`config.mk`:
```
export PLATFORM = sky130hd
export DESIGN_NAME = md_tag_string_generator
export DESIGN_NICKNAME = d
export VERILOG_FILES = /design/src/design/mdtag_pkg.sv /design/src/design/mdtag_front.sv /design/src/design/mdtag_queue.sv /design/src/design/mdtag_back.sv /design/src/design/md_tag_string_generator.sv
export SDC_FILE = /design/constraint.sdc
export NUM_CORES = 1
export LEC_CHECK = 0
export BUFFER_PORTS_ARGS = -buffer_cell sky130_fd_sc_hd__buf_4
export CAP_MARGIN = 20
export CORE_ASPECT_RATIO = 0.9
export CORE_UTILIZATION = 30
export DETAILED_ROUTE_END_ITERATION = 16
export GPL_TIMING_DRIVEN = 0
export PLACE_DENSITY = 0.42
export REMOVE_ABC_BUFFERS = 1
export SLEW_MARGIN = 10
export SYNTH_ARGS = -nofsm -noshare
export SYNTH_HDL_FRONTEND = slang
export SYNTH_SLANG_ARGS = --single-unit
```
`constraint.sdc`:
```
create_clock -name clk -period 6.3 [get_ports clk]
set_input_delay 0.315 -clock clk [delete_from_list [all_inputs] [get_ports clk]]
set_output_delay 0.315 -clock clk [all_outputs]
set_load 0.02 [all_outputs]
```
`src/design/mdtag_pkg.sv`:
```
package mdtag_pkg;

  // input action codes
  localparam logic [2:0] ACT_MATCH     = 3'd0;
  localparam logic [2:0] ACT_MISMATCH  = 3'd1;
  localparam logic [2:0] ACT_DEL_START = 3'd2;
  localparam logic [2:0] ACT_DEL_CONT  = 3'd3;

  localparam int COUNT_BITS_DEFAULT = 20;

  // match run never exceeds seven decimal digits
  localparam int          DEC_DIGITS  = 7;
  localparam int          BCD_W       = 4 * DEC_DIGITS;
  localparam int          NDIG_W      = 3;
  localparam logic [31:0] DEC_CEILING = 32'd9999999;

  localparam logic [7:0] CHAR_ZERO  = 8'h30;
  localparam logic [7:0] CHAR_NINE  = 8'h39;
  localparam logic [7:0] CHAR_CARET = 8'h5e;

  localparam int QDEPTH = 2;
  localparam int QPTR_W = (QDEPTH > 1) ? $clog2(QDEPTH) : 1;
  localparam int QCNT_W = $clog2(QDEPTH + 1);

  // one burst of characters, as decided by the front part
  typedef struct packed {
    logic              has_a;
    logic [BCD_W-1:0]  bcd_a;
    logic [NDIG_W-1:0] nd_a;
    logic              has_caret;
    logic              has_base;
    logic [7:0]        base;
    logic              has_b;
    logic [BCD_W-1:0]  bcd_b;
    logic [NDIG_W-1:0] nd_b;
  } cmd_t;

  // decimal increment of a packed bcd value
  function automatic logic [BCD_W-1:0] bcd_inc(input logic [BCD_W-1:0] v);
    logic [BCD_W-1:0] r;
    logic             carry;
    r     = v;
    carry = 1'b1;
    for (int i = 0; i < DEC_DIGITS; i++) begin
      if (carry) begin
        if (v[i*4 +: 4] == 4'd9) begin
          r[i*4 +: 4] = 4'd0;
        end else begin
          r[i*4 +: 4] = v[i*4 +: 4] + 4'd1;
          carry       = 1'b0;
        end
      end
    end
    return r;
  endfunction

  // number of significant digits, at least one
  function automatic logic [NDIG_W-1:0] bcd_ndig(input logic [BCD_W-1:0] v);
    logic [NDIG_W-1:0] n;
    n = NDIG_W'(1);
    for (int i = 1; i < DEC_DIGITS; i++) begin
      if (v[i*4 +: 4] != 4'd0) n = NDIG_W'(i + 1);
    end
    return n;
  endfunction

endpackage

```
`src/design/mdtag_front.sv`:
```
module mdtag_front #(
  parameter int COUNT_BITS = mdtag_pkg::COUNT_BITS_DEFAULT
) (
  input  logic             clk,
  input  logic             rst,
  input  logic             in_valid,
  output logic             in_ready,
  input  logic [2:0]       action,
  input  logic [7:0]       ref_base,
  input  logic             first_op,
  input  logic             end_of_read,
  output logic             push,
  output mdtag_pkg::cmd_t  cmd,
  input  logic             q_full
);
  import mdtag_pkg::*;

  localparam logic [63:0] FULL_MAX = (64'd1 << COUNT_BITS) - 64'd1;
  localparam logic [63:0] RUN_CEIL = (FULL_MAX > 64'(DEC_CEILING)) ? 64'(DEC_CEILING)
                                                                   : FULL_MAX;

  logic [COUNT_BITS-1:0] run_bin;
  logic [BCD_W-1:0]      run_bcd;
  logic                  last_digit;

  logic                  is_match, is_mis, is_dstart, is_dcont;
  logic                  flush_a, flush_b, has_base, emit, accept;
  logic [COUNT_BITS-1:0] run_bin_after;
  logic [BCD_W-1:0]      run_bcd_after;
  logic                  last_after, base_digit;

  always_comb begin
    is_match   = (action == ACT_MATCH);
    is_mis     = (action == ACT_MISMATCH);
    is_dstart  = (action == ACT_DEL_START);
    is_dcont   = (action == ACT_DEL_CONT);
    flush_a    = is_mis || (is_dstart && !first_op);
    has_base   = is_mis || is_dstart || is_dcont;
    base_digit = (ref_base >= CHAR_ZERO) && (ref_base <= CHAR_NINE);

    run_bin_after = run_bin;
    run_bcd_after = run_bcd;
    if (is_match) begin
      if (run_bin < RUN_CEIL[COUNT_BITS-1:0]) begin
        run_bin_after = run_bin + COUNT_BITS'(1);
        run_bcd_after = bcd_inc(run_bcd);
      end
    end else if (flush_a) begin
      run_bin_after = '0;
      run_bcd_after = '0;
    end

    last_after = has_base ? base_digit : last_digit;
    flush_b    = end_of_read && ((run_bin_after != '0) || !last_after);
    emit       = flush_a || has_base || flush_b;

    cmd.has_a     = flush_a;
    cmd.bcd_a     = run_bcd;
    cmd.nd_a      = bcd_ndig(run_bcd);
    cmd.has_caret = is_dstart;
    cmd.has_base  = has_base;
    cmd.base      = ref_base;
    cmd.has_b     = flush_b;
    cmd.bcd_b     = run_bcd_after;
    cmd.nd_b      = bcd_ndig(run_bcd_after);
  end

  assign in_ready = !q_full;
  assign accept   = in_valid && in_ready;
  assign push     = accept && emit;

  always_ff @(posedge clk) begin
    if (rst) begin
      run_bin    <= '0;
      run_bcd    <= '0;
      last_digit <= 1'b0;
    end else if (accept) begin
      if (end_of_read) begin
        run_bin    <= '0;
        run_bcd    <= '0;
        last_digit <= 1'b0;
      end else begin
        run_bin    <= run_bin_after;
        run_bcd    <= run_bcd_after;
        last_digit <= last_after;
      end
    end
  end

endmodule

```
`src/design/mdtag_queue.sv`:
```
module mdtag_queue (
  input  logic            clk,
  input  logic            rst,
  input  logic            push,
  input  mdtag_pkg::cmd_t push_cmd,
  output logic            full,
  input  logic            pop,
  output logic            head_valid,
  output mdtag_pkg::cmd_t head_cmd
);
  import mdtag_pkg::*;

  cmd_t              mem [QDEPTH];
  logic [QPTR_W-1:0] wr_ptr, rd_ptr;
  logic [QCNT_W-1:0] count;
  logic              do_push, do_pop;

  assign full       = (count == QCNT_W'(QDEPTH));
  assign head_valid = (count != '0);
  assign head_cmd   = mem[rd_ptr];
  assign do_push    = push && !full;
  assign do_pop     = pop && head_valid;

  always_ff @(posedge clk) begin
    if (do_push) mem[wr_ptr] <= push_cmd;
  end

  always_ff @(posedge clk) begin
    if (rst) begin
      wr_ptr <= '0;
      rd_ptr <= '0;
      count  <= '0;
    end else begin
      if (do_push) begin
        wr_ptr <= (wr_ptr == QPTR_W'(QDEPTH - 1)) ? '0 : wr_ptr + QPTR_W'(1);
      end
      if (do_pop) begin
        rd_ptr <= (rd_ptr == QPTR_W'(QDEPTH - 1)) ? '0 : rd_ptr + QPTR_W'(1);
      end
      if (do_push && !do_pop) begin
        count <= count + QCNT_W'(1);
      end else if (do_pop && !do_push) begin
        count <= count - QCNT_W'(1);
      end
    end
  end

endmodule

```
`src/design/mdtag_back.sv`:
```
module mdtag_back (
  input  logic            clk,
  input  logic            rst,
  input  logic            head_valid,
  input  mdtag_pkg::cmd_t head_cmd,
  output logic            pop,
  output logic            out_valid,
  input  logic            out_ready,
  output logic [7:0]      out_char,
  output logic            out_last
);
  import mdtag_pkg::*;

  typedef enum logic [1:0] {
    PH_A     = 2'd0,
    PH_CARET = 2'd1,
    PH_BASE  = 2'd2,
    PH_B     = 2'd3
  } phase_t;

  phase_t            phase;
  logic [NDIG_W-1:0] idx;

  logic              adv, fire, in_digits, more_digits, is_last;
  logic [3:0]        pres, avail, later;
  phase_t            cur;
  logic [NDIG_W-1:0] nd_cur, pos;
  logic [BCD_W-1:0]  bcd_cur;
  logic [3:0]        digit;
  logic [7:0]        ch;

  always_comb begin
    pres  = {head_cmd.has_b, head_cmd.has_base, head_cmd.has_caret, head_cmd.has_a};
    avail = pres & 4'(4'b1111 << phase);
    if (avail[0]) begin
      cur = PH_A;
    end else if (avail[1]) begin
      cur = PH_CARET;
    end else if (avail[2]) begin
      cur = PH_BASE;
    end else begin
      cur = PH_B;
    end
    later = pres & 4'(4'b1110 << cur);

    in_digits = (cur == PH_A) || (cur == PH_B);
    nd_cur    = (cur == PH_A) ? head_cmd.nd_a : head_cmd.nd_b;
    bcd_cur   = (cur == PH_A) ? head_cmd.bcd_a : head_cmd.bcd_b;
    // most significant digit first
    pos       = nd_cur - NDIG_W'(1) - idx;
    digit     = bcd_cur[pos*4 +: 4];

    more_digits = in_digits && (({1'b0, idx} + 4'd1) < {1'b0, nd_cur});
    is_last     = !more_digits && (later == 4'd0);

    case (cur)
      PH_A:     ch = CHAR_ZERO | {4'h0, digit};
      PH_CARET: ch = CHAR_CARET;
      PH_BASE:  ch = head_cmd.base;
      PH_B:     ch = CHAR_ZERO | {4'h0, digit};
      default:  ch = CHAR_ZERO;
    endcase
  end

  assign adv  = !out_valid || out_ready;
  assign fire = adv && head_valid;
  assign pop  = fire && is_last;

  always_ff @(posedge clk) begin
    if (rst) begin
      phase     <= PH_A;
      idx       <= '0;
      out_valid <= 1'b0;
    end else if (fire) begin
      out_valid <= 1'b1;
      out_char  <= ch;
      out_last  <= is_last;
      if (more_digits) begin
        idx <= idx + NDIG_W'(1);
      end else begin
        idx   <= '0;
        phase <= is_last ? PH_A : phase_t'(cur + 2'd1);
      end
    end else if (out_ready) begin
      out_valid <= 1'b0;
    end
  end

endmodule

```
`src/design/md_tag_string_generator.sv`:
```
// md tag string generator: takes one aligned reference position per input word
// and produces the ascii characters of an md:z string, one character per output
// word, with tlast on the final character that a given input word causes.
// matches are only counted (saturating at 9999999 or the count width); a
// mismatch writes the pending count in decimal then the base, a deletion start
// writes the count (not when it is the read's first operation) then '^' and the
// base, and end of read closes with the count when needed. an input word is
// taken every cycle while the two-entry burst queue has room; the output side
// delivers one character per cycle while m_tready allows, so an input word that
// causes k characters (k at most 10) holds the output character sequencer until
// all k have gone out, and that sequencer sets the sustained rate. words that
// cause no character are taken at once unless the queue is full, so long bursts
// ahead of them can still hold them back.
module md_tag_string_generator #(
  parameter int COUNT_BITS = mdtag_pkg::COUNT_BITS_DEFAULT
) (
  input  logic        clk,
  input  logic        rst,
  // input stream
  input  logic        s_tvalid,
  output logic        s_tready,
  input  logic [7:0]  s_tdata,   // [7:0] ref_base
  input  logic [3:0]  s_tuser,   // [2:0] action, [3] first_op
  input  logic        s_tlast,   // end_of_read
  // output stream
  output logic        m_tvalid,
  input  logic        m_tready,
  output logic [7:0]  m_tdata,   // [7:0] md_char
  output logic        m_tlast    // burst_last
);
  import mdtag_pkg::*;

  // front to queue
  logic push;
  cmd_t push_cmd;
  logic q_full;

  // queue to back
  logic head_valid;
  cmd_t head_cmd;
  logic pop;

  // front: classify the word, keep the match run in binary and bcd
  mdtag_front #(
    .COUNT_BITS (COUNT_BITS)
  ) u_front (
    .clk         (clk),
    .rst         (rst),
    .in_valid    (s_tvalid),
    .in_ready    (s_tready),
    .action      (s_tuser[2:0]),
    .ref_base    (s_tdata),
    .first_op    (s_tuser[3]),
    .end_of_read (s_tlast),
    .push        (push),
    .cmd         (push_cmd),
    .q_full      (q_full)
  );

  // short queue of character bursts
  mdtag_queue u_queue (
    .clk        (clk),
    .rst        (rst),
    .push       (push),
    .push_cmd   (push_cmd),
    .full       (q_full),
    .pop        (pop),
    .head_valid (head_valid),
    .head_cmd   (head_cmd)
  );

  // back: walk each burst one character a cycle, while the output is not stalled, into the output register
  mdtag_back u_back (
    .clk        (clk),
    .rst        (rst),
    .head_valid (head_valid),
    .head_cmd   (head_cmd),
    .pop        (pop),
    .out_valid  (m_tvalid),
    .out_ready  (m_tready),
    .out_char   (m_tdata),
    .out_last   (m_tlast)
  );

endmodule

```
==> run metrics <==
Core ar. 34000 sq um; Slew @ Worst Pin 1.07 ns; top-area cell type share of the netlist area 45.5%; first-pass GRT wire length 41900 microns; most common cell after layout, fill and taps aside edfxtp_1; WHS Path Cells 3; Root Driver clkbuf_16; Int Pwr 3.17 mW; post-route clock period utilization 86.3%; Max-slew headroom 29.0%; CTS tree done; first-pass iteration count of the detailed router 5; fin worst setup slack 0.865 ns; min-delay worst type in -> reg; Post-Syn Area around 10000 sq um; crit path cell chain buf_16 > mux2_2 > nor2_1 > a21oi_1 > inv_1 > ha_2 > mux4_2 > ha_1 > mux4_2 > mux4_2 > mux2_2 > a221o_1; H-tree Lvls 1; DRC Markers 0; Logic pwr share 32.8%; Final setup viols 0; Reg area 5920 sq um; final worst path period need 5.44 ns; Clk pwr share 28.7%; DRT iter0 DRCs between 500 and 600; largest net degree at the start of global routing 64; largest area contributor in the netlist edfxtp_1; P&R area growth vs syn 15.6%; wire per inst 19.8 microns; Vias 6961; Synth Register Bits 217; total detailed-routing wirelength 27000 microns; asr flop ratio synth 0%; Initial Util approximately 30%; maxcap violations 0; vias in the first global route 6630; sequential area share after synthesis 57.1%; TritonCTS Buffers 24; top_reg_cell synth edfxtp_1; Skew-Pair Late Insertion Delay 0.52 ns; status complete, no violations; initial antenna violation count 0; top post-synthesis cells by area edfxtp_1, dfxtp_1, mux4_2, nor2_1, mux2i_1; diodes inserted 0; I/O pin count 28; Final Skew approximately 0.014 ns; GRT Total Usage around 16%; most frequent cells in the layout edfxtp_1, nor2_1, nand2_1; Post-CTS Setup Bufs 0; Seq pwr share 38.5%; post-synthesis cell type count 72; Pwr Density 388 nW/um^2; worst path bufs/invs 2; CP most frequent cell mux4_2; Worst path max stage delay 1.00 ns; Slew Viols, Final 0; Worst R2R Path Depth 12; Crit path required time approximately 6.6 ns; pre-CTS WS 0.725 ns; row count 64; total gr overflow 0; crit path DAT 5.71 ns; RSZ-0062 raised after global routing no; slowest stage cell, crit path ha_1; Final Total Pwr 4.65 mW; Final nets between 900 and 1000; hold path endpoint u_back.out_valid; critical register-to-register path endpoint u_back.out_char[3]; clock sink count approximately 220; die span in x 198 microns; Final HPWL DP between 15000 and 20000 microns; R2R setup slack 0.86 ns; Fmax 184 MHz; ANT nets after route 0; worst hold start m_tready; Fillers ~3400; Sw Share roughly a third; Die Y 178 microns; crit start category flip-flop; Avg Cell Area, Syn 12.0 sq um; clock-pin slew on the worst setup and hold paths 0.06 ns; Multi-input gate area 4200 sq um; switching pwr 1.48 mW; number of enable flip-flop cells after synthesis approximately 160; Post-Syn Instances between 800 and 900; post-route cell area ~12000 sq um; YS warnings 0; CP Max Fanout 36; maximum clock insertion buffer count 3; CP delay by family, top multiplexers; port bufs 27; standby leakage power 3.97 nW; die footprint around 35000 sq um; hold violation count in the final report 0; Peak VDD IR 0.201 mV; critical setup path kind reg -> reg; Placement Cell Area 11200 sq um; share of layout cells above drive strength 1 14.8%; RePlAce Congestion ~0.77; crit end category flip-flop; via/cell ratio 5.12
## how the worst max path moves through the flow
stage / endpoint / start / cells past startpoint
after floorplan: u_queue.mem[0][0] / s_tuser[2] / 8
after global placement: u_queue.mem[0][45] / s_tuser[2] / 9
after detailed placement: u_back.out_char[3] / flip-flop / 12
after CTS: u_back.out_char[3] / flip-flop / 12
after global routing: u_back.out_char[3] / flip-flop / 12
final: u_back.out_char[3] / flip-flop / 12
## metal layers
metal	part of all wire, %	global-route usage, %	routed length (microns)	vias to the layer above
li1	-	-	-	3365
met1	50	24.0	13500	3439
met2	44	23.1	12000	127
met3	4.0	2.17	1070	30
met4	1.5	3.04	398	0
met5	0	0	0	-
## cell usage after synthesis, drive strengths merged, types with 12 or more instances
library cell  instances
clkbuf               43
nor2b                17
nand4                12
mux2i                30
a22oi                35
a21oi                35
mux4                 35
or3                  12
nand3                27
mux2                 15
dfxtp                60
or4                  14
nor2                 91
nor3                 16
nand2                64
edfxtp              157
inv                  20
o21ai                34
## power groups by stage
stage          Clock, mW  Sequential (mW)  Combinational [mW]
2_1_floorplan          0             1.89               0.929
3_3_place_gp           0             1.91                1.46
5_1_grt             1.45             1.81                1.67
3_5_place_dp           0             1.82                1.57
6_report            1.34             1.79                1.52
4_1_cts             1.38             1.79                1.57
## repair_timing
action	CTS	global route
hold endpoints to repair	16	0
gates resized for setup	0	0
hold buffers	8	0
## worst min-delay path: stages
cell      delay, ns
buf_4          0.07
nand2b_1       0.11
a21oi_1        0.06
## layout make-up
type | count | share of cell area (%)
inverters | 20 | 0.627
clock inverters | 11 | 0.908
clock buffers | 33 | 5.29
repair buffers | 44 | 3.94
multi-input cells | 573 | 35.0
flip-flops and latches | 217 | 49.4
well taps | 462 | 4.82
## registers in the layout (all words and copies together) (netlist names), named ones only
register / flops
u_queue.count: 2
u_back.phase: 2
u_front.run_bcd: 28
u_back.idx: 3
u_back.out_valid: 1
u_back.out_last: 1
u_queue.rd_ptr: 1
u_back.out_char: 8
u_front.run_bin: 20
u_front.last_digit: 1
u_queue.mem: 148
u_queue.wr_ptr: 1
## through the flow
stage	setup TNS [ns]	hold slack, ns	std cells	utilization (%)
floorplan	-32.01	0.384	810	-
global placement	-569.50	0.484	1299	32.1
detailed placement	0	0.492	1308	32.8
CTS	0	0.0766	1360	35.2
global route	0	0.0872	1360	35.2
finish	0	0.0972	1360	35.2
## kinds of logic after synthesis
group	Yosys count	synth area share [%]
and+or+nand+nor	306	15.1
DFF	217	57.1
AOI/OAI and AO/OA	169	10.9
muxes	80	12.1
buffers and inverters	74	2.76
adders and majority gates	12	1.52
xor gates and xnor gates	6	0.507
(Power assumes the default switching activity.)
